<file path="src/rtl/i2cms_pkg.sv">
// Shared types and codes for the I2C master transaction sequencer.
// No dependencies.
package i2cms_pkg;

   localparam int BUF_DEPTH_DEF = 32;

   typedef enum logic [1:0] {
      OP_LOAD  = 2'd0,
      OP_START = 2'd1,
      OP_EVENT = 2'd2,
      OP_READ  = 2'd3
   } opcode_type;

   typedef enum logic [2:0] {
      PH_READY = 3'd0,
      PH_MTRX  = 3'd1,
      PH_MRX   = 3'd2,
      PH_MTX   = 3'd3,
      PH_RMW   = 3'd4
   } phase_type;

   typedef enum logic [2:0] {
      CMD_NONE    = 3'd0,
      CMD_START   = 3'd1,
      CMD_ACK     = 3'd2,
      CMD_NACK    = 3'd3,
      CMD_STOP    = 3'd4,
      CMD_RESTART = 3'd5,
      CMD_RELEASE = 3'd6
   } cmd_type;

   localparam logic [2:0] ERR_NONE      = 3'd0;
   localparam logic [2:0] ERR_ADDR_NACK = 3'd1;
   localparam logic [2:0] ERR_DATA_NACK = 3'd2;
   localparam logic [2:0] ERR_ARB_LOST  = 3'd3;
   localparam logic [2:0] ERR_BUS       = 3'd4;

   localparam logic [1:0] MODE_READ  = 2'd0;
   localparam logic [1:0] MODE_WRITE = 2'd1;
   localparam logic [1:0] MODE_RMW   = 2'd2;

   // two-wire controller status codes, prescaler bits cleared
   localparam logic [7:0] STATUS_MASK     = 8'hF8;
   localparam logic [7:0] ST_BUS_ERR      = 8'h00;
   localparam logic [7:0] ST_START        = 8'h08;
   localparam logic [7:0] ST_RESTART      = 8'h10;
   localparam logic [7:0] ST_TX_ADDR_ACK  = 8'h18;
   localparam logic [7:0] ST_TX_ADDR_NACK = 8'h20;
   localparam logic [7:0] ST_TX_DATA_ACK  = 8'h28;
   localparam logic [7:0] ST_TX_DATA_NACK = 8'h30;
   localparam logic [7:0] ST_ARB_LOST     = 8'h38;
   localparam logic [7:0] ST_RX_ADDR_ACK  = 8'h40;
   localparam logic [7:0] ST_RX_ADDR_NACK = 8'h48;
   localparam logic [7:0] ST_RX_DATA_ACK  = 8'h50;
   localparam logic [7:0] ST_RX_DATA_NACK = 8'h58;

   typedef struct packed {
      opcode_type  opcode;
      logic [7:0]  status_code;
      logic [7:0]  rx_byte;
      logic [4:0]  buf_index;
      logic [7:0]  data_byte;
      logic [7:0]  keep_mask;
      logic [1:0]  mode;
      logic [6:0]  target_addr;
      logic [1:0]  reg_count;
      logic [15:0] reg_address;
      logic [5:0]  length;
   } req_type;

   typedef struct packed {
      cmd_type    bus_command;
      logic       tx_valid;
      logic [7:0] tx_byte;
      logic       busy_res;
      logic       accepted;
      logic [2:0] error_code;
      logic [7:0] read_byte;
   } rsp_type;

   typedef struct packed {
      logic data_we;
      logic mask_we;
   } mem_wr_type;

endpackage

</file>
<file path="src/rtl/i2c_master_transaction_sequencer_unit.sv">
// I2C master transaction sequencer, top level.
// An accepted request is registered, then the execute step writes the response.
// Throughput: one request per cycle unless a response is stalled; the buffer read
// is issued at accept, and forwarding covers same-entry writes.
// Reset (synchronous, active high) returns the sequencer to ready; buffer
// contents are undefined until loaded.
module i2c_master_transaction_sequencer_unit #(
   parameter int BUF_DEPTH = i2cms_pkg::BUF_DEPTH_DEF
) (
   input  logic        clock,
   input  logic        reset,
   input  logic        req_valid,
   output logic        req_ready,
   input  logic [1:0]  req_opcode,
   input  logic [7:0]  req_status_code,
   input  logic [7:0]  req_rx_byte,
   input  logic [4:0]  req_buf_index,
   input  logic [7:0]  req_data_byte,
   input  logic [7:0]  req_keep_mask,
   input  logic [1:0]  req_mode,
   input  logic [6:0]  req_target_addr,
   input  logic [1:0]  req_reg_count,
   input  logic [15:0] req_reg_address,
   input  logic [5:0]  req_length,
   output logic        rsp_valid,
   input  logic        rsp_ready,
   output logic [2:0]  rsp_bus_command,
   output logic        rsp_tx_valid,
   output logic [7:0]  rsp_tx_byte,
   output logic        rsp_busy_res,
   output logic        rsp_accepted,
   output logic [2:0]  rsp_error_code,
   output logic [7:0]  rsp_read_byte
);
   import i2cms_pkg::*;

   localparam int AW = (BUF_DEPTH > 1) ? $clog2(BUF_DEPTH) : 1;

   req_type    req_in;
   req_type    s1_req_ff;
   logic       s1_valid_ff, s1_valid_in;
   rsp_type    rsp_ff;
   rsp_type    rsp_in;
   logic       rsp_valid_ff, rsp_valid_in;
   logic       accept;
   logic       exec_en;
   mem_wr_type wr_ctl;
   logic [AW-1:0] wr_addr;
   logic [7:0] wr_data;
   logic [7:0] wr_mask;
   logic [AW-1:0] rd_addr;
   logic [7:0] mem_data;
   logic [7:0] mem_mask;
   logic [5:0] pos_next;

   assign req_in.opcode      = opcode_type'(req_opcode);
   assign req_in.status_code = req_status_code;
   assign req_in.rx_byte     = req_rx_byte;
   assign req_in.buf_index   = req_buf_index;
   assign req_in.data_byte   = req_data_byte;
   assign req_in.keep_mask   = req_keep_mask;
   assign req_in.mode        = req_mode;
   assign req_in.target_addr = req_target_addr;
   assign req_in.reg_count   = req_reg_count;
   assign req_in.reg_address = req_reg_address;
   assign req_in.length      = req_length;

   assign exec_en   = s1_valid_ff && (!rsp_valid_ff || rsp_ready);
   assign req_ready = !s1_valid_ff || exec_en;
   assign accept    = req_valid && req_ready;

   // events address the buffer at the byte position left by the request ahead
   assign rd_addr = (req_in.opcode == OP_EVENT) ? AW'(pos_next) : AW'(req_buf_index);

   assign s1_valid_in  = accept ? 1'b1 : (exec_en ? 1'b0 : s1_valid_ff);
   assign rsp_valid_in = exec_en ? 1'b1 : (rsp_ready ? 1'b0 : rsp_valid_ff);

   always_ff @(posedge clock) begin
      if (reset) begin
         s1_valid_ff  <= 1'b0;
         rsp_valid_ff <= 1'b0;
      end else begin
         s1_valid_ff  <= s1_valid_in;
         rsp_valid_ff <= rsp_valid_in;
      end
   end

   always_ff @(posedge clock) begin
      if (accept) begin
         s1_req_ff <= req_in;
      end
      if (exec_en) begin
         rsp_ff <= rsp_in;
      end
   end

   i2cms_buf #(
      .BUF_DEPTH (BUF_DEPTH),
      .AW        (AW)
   ) u_buf (
      .clock   (clock),
      .reset   (reset),
      .wr_ctl  (wr_ctl),
      .wr_addr (wr_addr),
      .wr_data (wr_data),
      .wr_mask (wr_mask),
      .rd_en   (accept),
      .rd_addr (rd_addr),
      .rd_data (mem_data),
      .rd_mask (mem_mask)
   );

   i2cms_seq #(
      .BUF_DEPTH (BUF_DEPTH),
      .AW        (AW)
   ) u_seq (
      .clock    (clock),
      .reset    (reset),
      .exec_en  (exec_en),
      .req      (s1_req_ff),
      .mem_data (mem_data),
      .mem_mask (mem_mask),
      .rsp      (rsp_in),
      .wr_ctl   (wr_ctl),
      .wr_addr  (wr_addr),
      .wr_data  (wr_data),
      .wr_mask  (wr_mask),
      .pos_next (pos_next)
   );

   assign rsp_valid       = rsp_valid_ff;
   assign rsp_bus_command = rsp_ff.bus_command;
   assign rsp_tx_valid    = rsp_ff.tx_valid;
   assign rsp_tx_byte     = rsp_ff.tx_byte;
   assign rsp_busy_res    = rsp_ff.busy_res;
   assign rsp_accepted    = rsp_ff.accepted;
   assign rsp_error_code  = rsp_ff.error_code;
   assign rsp_read_byte   = rsp_ff.read_byte;

endmodule

</file>
<file path="src/rtl/i2cms_buf.sv">
// Data and mask buffer memories: one write port, one registered read port,
// with forwarding of a write that lands on the edge of the read. Uses i2cms_pkg.
module i2cms_buf #(
   parameter int BUF_DEPTH = i2cms_pkg::BUF_DEPTH_DEF,
   parameter int AW        = (BUF_DEPTH > 1) ? $clog2(BUF_DEPTH) : 1
) (
   input  logic                   clock,
   input  logic                   reset,
   input  i2cms_pkg::mem_wr_type  wr_ctl,
   input  logic [AW-1:0]          wr_addr,
   input  logic [7:0]             wr_data,
   input  logic [7:0]             wr_mask,
   input  logic                   rd_en,
   input  logic [AW-1:0]          rd_addr,
   output logic [7:0]             rd_data,
   output logic [7:0]             rd_mask
);
   import i2cms_pkg::*;

   logic [7:0] data_mem [BUF_DEPTH];
   logic [7:0] mask_mem [BUF_DEPTH];

   logic [7:0] data_q_ff;
   logic [7:0] mask_q_ff;
   logic [7:0] fwd_data_ff;
   logic [7:0] fwd_mask_ff;
   logic       hit_data_ff;
   logic       hit_mask_ff;
   logic       hit_data_in;
   logic       hit_mask_in;

   always_ff @(posedge clock) begin
      if (wr_ctl.data_we) begin
         data_mem[wr_addr] <= wr_data;
      end
      if (wr_ctl.mask_we) begin
         mask_mem[wr_addr] <= wr_mask;
      end
   end

   always_ff @(posedge clock) begin
      if (rd_en) begin
         data_q_ff   <= data_mem[rd_addr];
         mask_q_ff   <= mask_mem[rd_addr];
         fwd_data_ff <= wr_data;
         fwd_mask_ff <= wr_mask;
      end
   end

   // a write on the read edge is not seen by the array read
   assign hit_data_in = rd_en ? (wr_ctl.data_we && (wr_addr == rd_addr)) : hit_data_ff;
   assign hit_mask_in = rd_en ? (wr_ctl.mask_we && (wr_addr == rd_addr)) : hit_mask_ff;

   always_ff @(posedge clock) begin
      if (reset) begin
         hit_data_ff <= 1'b0;
         hit_mask_ff <= 1'b0;
      end else begin
         hit_data_ff <= hit_data_in;
         hit_mask_ff <= hit_mask_in;
      end
   end

   assign rd_data = hit_data_ff ? fwd_data_ff : data_q_ff;
   assign rd_mask = hit_mask_ff ? fwd_mask_ff : mask_q_ff;

endmodule

</file>
<file path="src/rtl/i2cms_seq.sv">
// Transaction sequencer control: phase and counters, per-request execute step,
// buffer write-back. Uses i2cms_pkg.
module i2cms_seq #(
   parameter int BUF_DEPTH = i2cms_pkg::BUF_DEPTH_DEF,
   parameter int AW        = (BUF_DEPTH > 1) ? $clog2(BUF_DEPTH) : 1
) (
   input  logic                   clock,
   input  logic                   reset,
   input  logic                   exec_en,
   input  i2cms_pkg::req_type     req,
   input  logic [7:0]             mem_data,
   input  logic [7:0]             mem_mask,
   output i2cms_pkg::rsp_type     rsp,
   output i2cms_pkg::mem_wr_type  wr_ctl,
   output logic [AW-1:0]          wr_addr,
   output logic [7:0]             wr_data,
   output logic [7:0]             wr_mask,
   output logic [5:0]             pos_next
);
   import i2cms_pkg::*;

   phase_type   phase_ff,      phase_in;
   logic [7:0]  addr_rw_ff,    addr_rw_in;
   logic [1:0]  reg_total_ff,  reg_total_in;
   logic [1:0]  reg_sent_ff,   reg_sent_in;
   logic [15:0] reg_addr_ff,   reg_addr_in;
   logic [5:0]  byte_pos_ff,   byte_pos_in;
   logic [5:0]  byte_limit_ff, byte_limit_in;
   logic [2:0]  last_err_ff,   last_err_in;

   logic [7:0]  status;
   logic [7:0]  merged;
   logic        pos_ok;
   logic        bidx_ok;
   logic [5:0]  len;
   logic [1:0]  rc;
   mem_wr_type  wr_raw;

   always_comb begin
      phase_in      = phase_ff;
      addr_rw_in    = addr_rw_ff;
      reg_total_in  = reg_total_ff;
      reg_sent_in   = reg_sent_ff;
      reg_addr_in   = reg_addr_ff;
      byte_pos_in   = byte_pos_ff;
      byte_limit_in = byte_limit_ff;
      last_err_in   = last_err_ff;

      status  = req.status_code & STATUS_MASK;
      merged  = (mem_data & mem_mask) | (req.rx_byte & ~mem_mask);
      pos_ok  = int'(byte_pos_ff) < BUF_DEPTH;
      bidx_ok = int'(req.buf_index) < BUF_DEPTH;
      len     = req.length;
      rc      = (req.reg_count == 2'd3) ? 2'd2 : req.reg_count;

      wr_raw  = '0;
      wr_addr = AW'(byte_pos_ff);
      wr_data = req.rx_byte;
      wr_mask = req.keep_mask;

      rsp             = '0;
      rsp.bus_command = CMD_NONE;
      rsp.accepted    = 1'b1;

      case (req.opcode)
         OP_LOAD: begin
            if (bidx_ok) begin
               wr_raw.data_we = 1'b1;
               wr_raw.mask_we = 1'b1;
               wr_addr        = AW'(req.buf_index);
               wr_data        = req.data_byte;
            end
         end
         OP_READ: begin
            if (bidx_ok) begin
               rsp.read_byte = mem_data;
            end
         end
         OP_START: begin
            if (phase_ff != PH_READY) begin
               rsp.accepted = 1'b0;
            end else begin
               if (int'(len) > BUF_DEPTH) begin
                  len = 6'(BUF_DEPTH);
               end
               if (req.mode != MODE_WRITE && len == 6'd0) begin
                  len = 6'd1;
               end
               reg_total_in = rc;
               reg_sent_in  = 2'd0;
               reg_addr_in  = req.reg_address;
               byte_pos_in  = 6'd0;
               last_err_in  = ERR_NONE;
               if (req.mode == MODE_WRITE) begin
                  phase_in      = PH_MTX;
                  byte_limit_in = len;
                  addr_rw_in    = {req.target_addr, 1'b0};
               end else begin
                  // mode three runs as a plain read
                  phase_in      = (req.mode == MODE_RMW) ? PH_RMW :
                                  ((rc != 2'd0) ? PH_MTRX : PH_MRX);
                  byte_limit_in = len - 6'd1;
                  addr_rw_in    = {req.target_addr, (rc == 2'd0)};
               end
               rsp.bus_command = CMD_START;
            end
         end
         OP_EVENT: begin
            if (phase_ff != PH_READY) begin
               case (status)
                  ST_START, ST_RESTART: begin
                     rsp.tx_byte     = addr_rw_ff;
                     rsp.tx_valid    = 1'b1;
                     rsp.bus_command = CMD_ACK;
                  end
                  ST_TX_ADDR_ACK, ST_TX_DATA_ACK: begin
                     if (reg_sent_ff < reg_total_ff) begin
                        rsp.tx_byte = (reg_total_ff == 2'd2 && reg_sent_ff == 2'd0) ?
                                      reg_addr_ff[15:8] : reg_addr_ff[7:0];
                        rsp.tx_valid    = 1'b1;
                        rsp.bus_command = CMD_ACK;
                        reg_sent_in     = reg_sent_ff + 2'd1;
                     end else if (phase_ff == PH_MTRX || phase_ff == PH_RMW) begin
                        addr_rw_in      = addr_rw_ff | 8'h01;
                        rsp.bus_command = CMD_RESTART;
                     end else if (byte_pos_ff < byte_limit_ff) begin
                        rsp.tx_byte     = pos_ok ? mem_data : 8'h00;
                        rsp.tx_valid    = 1'b1;
                        rsp.bus_command = CMD_ACK;
                        byte_pos_in     = byte_pos_ff + 6'd1;
                     end else begin
                        phase_in        = PH_READY;
                        rsp.bus_command = CMD_STOP;
                     end
                  end
                  ST_TX_ADDR_NACK: begin
                     last_err_in     = ERR_ADDR_NACK;
                     phase_in        = PH_READY;
                     rsp.bus_command = CMD_STOP;
                  end
                  ST_TX_DATA_NACK: begin
                     last_err_in     = ERR_DATA_NACK;
                     phase_in        = PH_READY;
                     rsp.bus_command = CMD_STOP;
                  end
                  ST_ARB_LOST: begin
                     last_err_in     = ERR_ARB_LOST;
                     phase_in        = PH_READY;
                     rsp.bus_command = CMD_RELEASE;
                  end
                  ST_RX_DATA_ACK: begin
                     wr_raw.data_we  = pos_ok;
                     wr_data         = (phase_ff == PH_RMW) ? merged : req.rx_byte;
                     byte_pos_in     = byte_pos_ff + 6'd1;
                     rsp.bus_command = (byte_pos_in < byte_limit_ff) ? CMD_ACK : CMD_NACK;
                  end
                  ST_RX_ADDR_ACK: begin
                     rsp.bus_command = (byte_pos_ff < byte_limit_ff) ? CMD_ACK : CMD_NACK;
                  end
                  ST_RX_DATA_NACK: begin
                     wr_raw.data_we = pos_ok;
                     if (phase_ff == PH_RMW) begin
                        // last byte read back: turn around and write the merged buffer
                        wr_data         = merged;
                        byte_pos_in     = 6'd0;
                        byte_limit_in   = byte_limit_ff + 6'd1;
                        reg_sent_in     = 2'd0;
                        phase_in        = PH_MTX;
                        addr_rw_in      = addr_rw_ff & 8'hFE;
                        rsp.bus_command = CMD_RESTART;
                     end else begin
                        wr_data         = req.rx_byte;
                        byte_pos_in     = byte_pos_ff + 6'd1;
                        phase_in        = PH_READY;
                        rsp.bus_command = CMD_STOP;
                     end
                  end
                  ST_RX_ADDR_NACK: begin
                     phase_in        = PH_READY;
                     rsp.bus_command = CMD_STOP;
                  end
                  ST_BUS_ERR: begin
                     last_err_in     = ERR_BUS;
                     phase_in        = PH_READY;
                     rsp.bus_command = CMD_STOP;
                  end
                  default: begin
                  end
               endcase
            end
         end
         default: begin
         end
      endcase

      rsp.busy_res   = (phase_in != PH_READY);
      rsp.error_code = last_err_in;
   end

   assign wr_ctl.data_we = wr_raw.data_we && exec_en;
   assign wr_ctl.mask_we = wr_raw.mask_we && exec_en;
   assign pos_next       = exec_en ? byte_pos_in : byte_pos_ff;

   always_ff @(posedge clock) begin
      if (reset) begin
         phase_ff      <= PH_READY;
         addr_rw_ff    <= 8'h00;
         reg_total_ff  <= 2'd0;
         reg_sent_ff   <= 2'd0;
         reg_addr_ff   <= 16'h0000;
         byte_pos_ff   <= 6'd0;
         byte_limit_ff <= 6'd0;
         last_err_ff   <= ERR_NONE;
      end else if (exec_en) begin
         phase_ff      <= phase_in;
         addr_rw_ff    <= addr_rw_in;
         reg_total_ff  <= reg_total_in;
         reg_sent_ff   <= reg_sent_in;
         reg_addr_ff   <= reg_addr_in;
         byte_pos_ff   <= byte_pos_in;
         byte_limit_ff <= byte_limit_in;
         last_err_ff   <= last_err_in;
      end
   end

endmodule

</file>
<file path="config.mk">
export PLATFORM = sky130hd
export DESIGN_NAME = i2c_master_transaction_sequencer_unit
export DESIGN_NICKNAME = d
export VERILOG_FILES = /design/src/rtl/i2cms_pkg.sv /design/src/rtl/i2c_master_transaction_sequencer_unit.sv /design/src/rtl/i2cms_buf.sv /design/src/rtl/i2cms_seq.sv
export SDC_FILE = /design/constraint.sdc
export NUM_CORES = 1
export LEC_CHECK = 0
export BUFFER_PORTS_ARGS = -buffer_cell sky130_fd_sc_hd__buf_2
export CORE_ASPECT_RATIO = 0.7
export CORE_MARGIN = 5
export CORE_UTILIZATION = 55
export DETAILED_ROUTE_END_ITERATION = 10
export PLACE_DENSITY = 0.72
export REMOVE_ABC_BUFFERS = 1
export SYNTH_ARGS = -nofsm -noshare
export SYNTH_HDL_FRONTEND = slang
export SYNTH_HIERARCHICAL = 1
export SYNTH_SLANG_ARGS = --single-unit
</file>
<file path="constraint.sdc">
create_clock -name clock -period 8.2 [get_ports clock]
set_input_delay 1.23 -clock clock [delete_from_list [all_inputs] [get_ports clock]]
set_output_delay 1.23 -clock clock [all_outputs]
set_load 0.05 [all_outputs]
</file>
== After elaboration in Yosys (flattened, before gate mapping) ==
Memory sizes are Yosys's and may differ from the RTL's. A register that Yosys moved wholly into a read port is not among the register bits.
Index checks and enable logic that the tools add are counted.
Widths: inputs -> output; s select.
Word-level totals
  memories kept: 2
  bits in writable memories: 512
  bits of input ports: 76
  logic and storage cells: 209
  flip-flop bits (word level): 163
Operators by class
  add/subtract/negate cells: 4
  equal/unequal tests: 35
  magnitude comparators: 5
  mux-type cells: 87
  bitwise logic cells: 6
  reduce and logical (&&, ||, !) cells: 36
Memories
  u_buf.data_mem: words 32, bits a word 8, read ports 1, clocked after Yosys merged registers in 1, wr ports 1, line i2cms_buf.sv:20  | logic [7:0] data_mem [BUF_DEPTH];
  u_buf.mask_mem: words 32, bits a word 8, read ports 1, clocked after Yosys merged registers in 1, wr ports 1, line i2cms_buf.sv:21  | logic [7:0] mask_mem [BUF_DEPTH];
Operators with widths (number)
  $mux 6: 17
  $mux 8: 10
  $pmux 8 s2: 3
  $mux 3: 11
  $mux 12: 2
  $pmux 6 s2: 2
  $pmux 3 s7: 1
  $eq 5x3->1 const B: 4
  $eq 5x4->1 const B: 4
  $mux 1: 19
  $mux 9: 2
  $pmux 3 s2: 3
  $pmux 6 s3: 1
  $pmux 9 s2: 1
  $and 8x8->8: 2
  $reduce_and 8->1: 2
  $mux 5: 3
  $mux 2: 7
  $add 6x1->6 const B: 2
  $eq 2x2->1 const B: 6
  $lt 6x6->1: 2
  $ne 3x2->1 const B: 4
  $pmux 3 s4: 1
  $eq 5x2->1 const B: 2
  36 further kinds: 62

== Longest topological paths before layout ==
  depth in word-level cells: 13
  mapped depth: 17
  mapped depth without buffers: 14

== By module ==
The synthesis kept the hierarchy.
Modules (own cells, without submodules)
  i2cms_buf: instances 1, sequential area each 16375.7 um^2, cells each 1236, area an instance 21655.8 um^2
  i2cms_seq: instances 1, sequential area each 920.9 um^2, cells each 523, area an instance 3734.8 um^2
  i2c_master_transaction_sequencer_unit: instances 1, sequential area each 2952.8 um^2, cells each 113, area an instance 3066.7 um^2

== Worst setup path after synthesis ==
Ideal clock, no wire load.
  path type: input to register
  start: input port rsp_ready
  end: register u_buf.hit_data_ff
  stages on the path: 5
  slack: 3.313 ns
  data required time: 8.136 ns
  arrival time: 4.822 ns
  cell sequence: nand3b_1 -> and2_1 -> and3_1 -> a21oi_1 -> nor2_1
RTL lines
  start: declaration: line i2c_master_transaction_sequencer_unit.sv:26  | input logic rsp_ready,
  $logic_or 1x1->1: line i2c_master_transaction_sequencer_unit.sv:68  | assign exec_en = s1_valid_ff && (!rsp_valid_ff || rsp_ready);
  $logic_and 1x1->1: line i2c_master_transaction_sequencer_unit.sv:68
  $logic_or 1x1->1: line i2c_master_transaction_sequencer_unit.sv:69  | assign req_ready = !s1_valid_ff || exec_en;
  $logic_and 1x1->1: line i2c_master_transaction_sequencer_unit.sv:70  | assign accept = req_valid && req_ready;
  named net accept: line i2c_master_transaction_sequencer_unit.sv:45  | logic accept;
  end signal: assignment: line i2cms_buf.sv:59  | hit_data_ff <= hit_data_in;
  end: declaration: line i2cms_buf.sv:27  | logic hit_data_ff;
The timed path passes the listed nets, and every way through them passes these cells.
A chain may end at the register's enable or synchronous reset.

== Final worst setup path ==
  start: input port rsp_ready
  end: register u_buf.data_q_ff[2], read port of u_buf.data_mem, data pin
On the way
  cells in the longest elaborated chain, start to end: 4
RTL lines
  $logic_or 1x1->1: line i2c_master_transaction_sequencer_unit.sv:68
  $logic_and 1x1->1: line i2c_master_transaction_sequencer_unit.sv:68
  named net exec_en: line i2c_master_transaction_sequencer_unit.sv:46  | logic exec_en;
  $mux 5
  named net pos_next[2]: line i2c_master_transaction_sequencer_unit.sv:54  | logic [5:0] pos_next;
  $mux 5: line i2c_master_transaction_sequencer_unit.sv:73  | assign rd_addr = (req_in.opcode == OP_EVENT) ? AW'(pos_next) : AW'(req_buf_index);
  named net rd_addr[2]: line i2c_master_transaction_sequencer_unit.sv:51  | logic [AW-1:0] rd_addr;
  end: declaration: line i2cms_buf.sv:23  | logic [7:0] data_q_ff;
The timed path passes the listed nets, and every way through them passes these cells.

==> flow_summary.yaml <==
timing:
  fmax_mhz: 185
  post-route-period-util_pct: 66.0
  fin_crit_ns: 5.41
  rsz0062_at_grt: "no"
  worst_pin_slew_ns: 1.10
  finalClockSkew_ns: 0.0289
  setup_violations: 0
  final_hold_viol_count: 0
  maxSlewViolCount: 0
  relSlewSlack_pct: 26.9
  tns_ns: 0
setup_path:
  crit_fanout: 38
  worstSetupStartpointType: "input pin"
  arrival_ns: 5.74
  critPathCaptureType: "flip-flop"
  path_class: "in -> reg"
  cp.required_ns: 8.53
detailed_routing:
  firstDrtPassIters: 6
  totalWireLength_mm: 64.5
  viasPerCell: 6.15
  ant_nets: 0
  wl_per_cell_um: 24.2
  drt-initial-drc-count: 1918
  drt_drc_violations_left: 0
  vias: 16400
clocking:
  postCtsSetupBuffers: 0
  cts_sinks: 688
  clockBufferDepth: 3
  clock_latency_ns: 0.61
  htreeDepth: 2
  cts_buffers: 60
  clk_pin_slew_worst_paths_ns: 0.06
  holdBufCountCts: 0
  cts_tree: "built"
  cts_root_buf: "clkbuf_16"
  cts_resized: 0
power_and_ir_drop:
  leakage_nw: 10.6
  ir_worst_vdd_mv: 0.185
  power_mw: 7.16
  power.density_mw_per_mm2: 230
logic_synthesis:
  yosys_warnings: 6
  syn_area_per_cell_um2: 15.2
  netlist_instances: 1868
  syn_area_mm2: 0.0284
grt:
  grt_start_max_net_pins: 112
  gr-usage-all-layers_pct: 22.2
  grt_pass1_vias: 15500
  antenna_found_initial: 0
  grt_pass1_wl_mm: 94.6
  overflow: 0
cells_and_area:
  final.fill_count: 3697
  syn_to_final_growth_pct: 9.66
  antennaDiodeCount: 0
  final_nets: 2036
  drive_gt1_share_pct: 13.3
run_status:
  outcome: "finished clean"
die:
  row_count: 69
  core_area_mm2: 0.0509
  die_w_um: 281
  dieArea_mm2: 0.0563
  initial_core_util_pct: 55.8
  io_pins: 103
  die_h_um: 200
min_path:
  worstHoldPathType: "reg -> reg"
placement:
  routabilityCongestion: 0.925
  port_buffers: 99
  place_hpwl_mm: 40.3
run:
  drv_cap: 0
area by class of cell:
| class | count | area (um^2) | share of cell area (%) |
|---|---|---|---|
| sequential | 688 | 20200 | 64.8 |
| timing repair buffer | 126 | 723 | 2.33 |
| multi-input combinational | 1047 | 7420 | 23.9 |
| clock inverter | 41 | 348 | 1.12 |
| inverter | 18 | 67.6 | 0.217 |
| tap | 674 | 843 | 2.71 |
| clock buffer | 68 | 1540 | 4.96 |
worst max-delay path, stage by stage:
cell and delay, ns:
buf_2 0.08, nand2b_1 0.11, and2_1 0.13, buf_4 0.41, nand3_1 0.47, o21bai_1 0.39
nor2_1 0.28, a31oi_1 0.15, mux2_2 0.36, nor2_4 0.81, buf_4 0.53, a22o_1 0.27
nor3_1 0.07, a31oi_1 0.27, nand3_1 0.15
placed cells by master (no fill, tap or decap), drive strengths merged, types with 4 or more instances in the layout:
master,count
inv,20
nand2b,12
dfxtp,50
buf,126
o21ai,32
xnor2,8
mux2,27
nor2,119
a22oi,75
edfxtp,638
clkinv,29
nor4,4
a21oi,90
bufinv,5
nand4,20
or3,4
nor3,27
mux2i,274
nand3,55
ha,19
clkbuf,68
a221oi,8
a31oi,26
and2,13
clkinvlp,5
nand3b,9
and3,14
nand2,114
a311oi,5
a21o,7
xor2,5
nor2b,11
a22o,32
sequential cells by signal, summed over array words and instances (netlist names), 3 cells and up:
| name | count |
|---|---|
| u_buf/mask_mem | 256 |
| s1_req_ff | 69 |
| u_seq/addr_rw_ff | 8 |
| u_buf/fwd_mask_ff | 8 |
| rsp_error_code | 3 |
| u_seq/reg_addr_ff | 16 |
| u_seq/byte_pos_ff | 6 |
| u_buf/fwd_data_ff | 8 |
| u_buf/mask_q_ff | 8 |
| rsp_read_byte | 8 |
| rsp_tx_byte | 8 |
| u_buf/data_q_ff | 8 |
| u_seq/phase_ff | 3 |
| u_buf/data_mem | 256 |
| rsp_bus_command | 3 |
| u_seq/byte_limit_ff | 6 |
| u_seq/last_err_ff | 3 |
final timing paths:
kind,slack [ns],start,end,cells past startpoint
setup / recovery,2.79,rsp_ready,u_buf/data_q_ff[2],15
hold / removal,0.46,u_seq/reg_addr_ff[10],u_seq/reg_addr_ff[10],2
setup reg to reg,3.08,s1_req_ff[70],u_buf/data_q_ff[2],13
hold reg to reg,0.46,u_seq/reg_addr_ff[10],u_seq/reg_addr_ff[10],2
per-stage QoR:
stage               utilization [%]  std cells  cell area [um^2]  worst slack (ns)  hold slack (ns)
floorplan                         -       1753             27600            -0.417            0.428
global placement               57.5       2553             29200              2.37            0.441
detailed placement             57.5       2553             29200              2.29            0.449
CTS                            61.2       2662             31100              2.91            0.457
global route                   61.2       2662             31100              2.57            0.474
finish                         61.2       2662             31100              2.79            0.458
power by group:
group / switching, mW / internal [mW]
Sequential: 0.0286 / 3.91
Combinational: 0.348 / 0.154
Clock: 1.22 / 1.50
layer usage:
layer / share of wire, % / global-route usage [%]
met5: 0 / 0
met3: 10 / 4.62
met4: 1.7 / 4.29
met2: 46 / 34.0
met1: 43 / 33.8
Note: power is estimated with default switching activity, not from simulation.
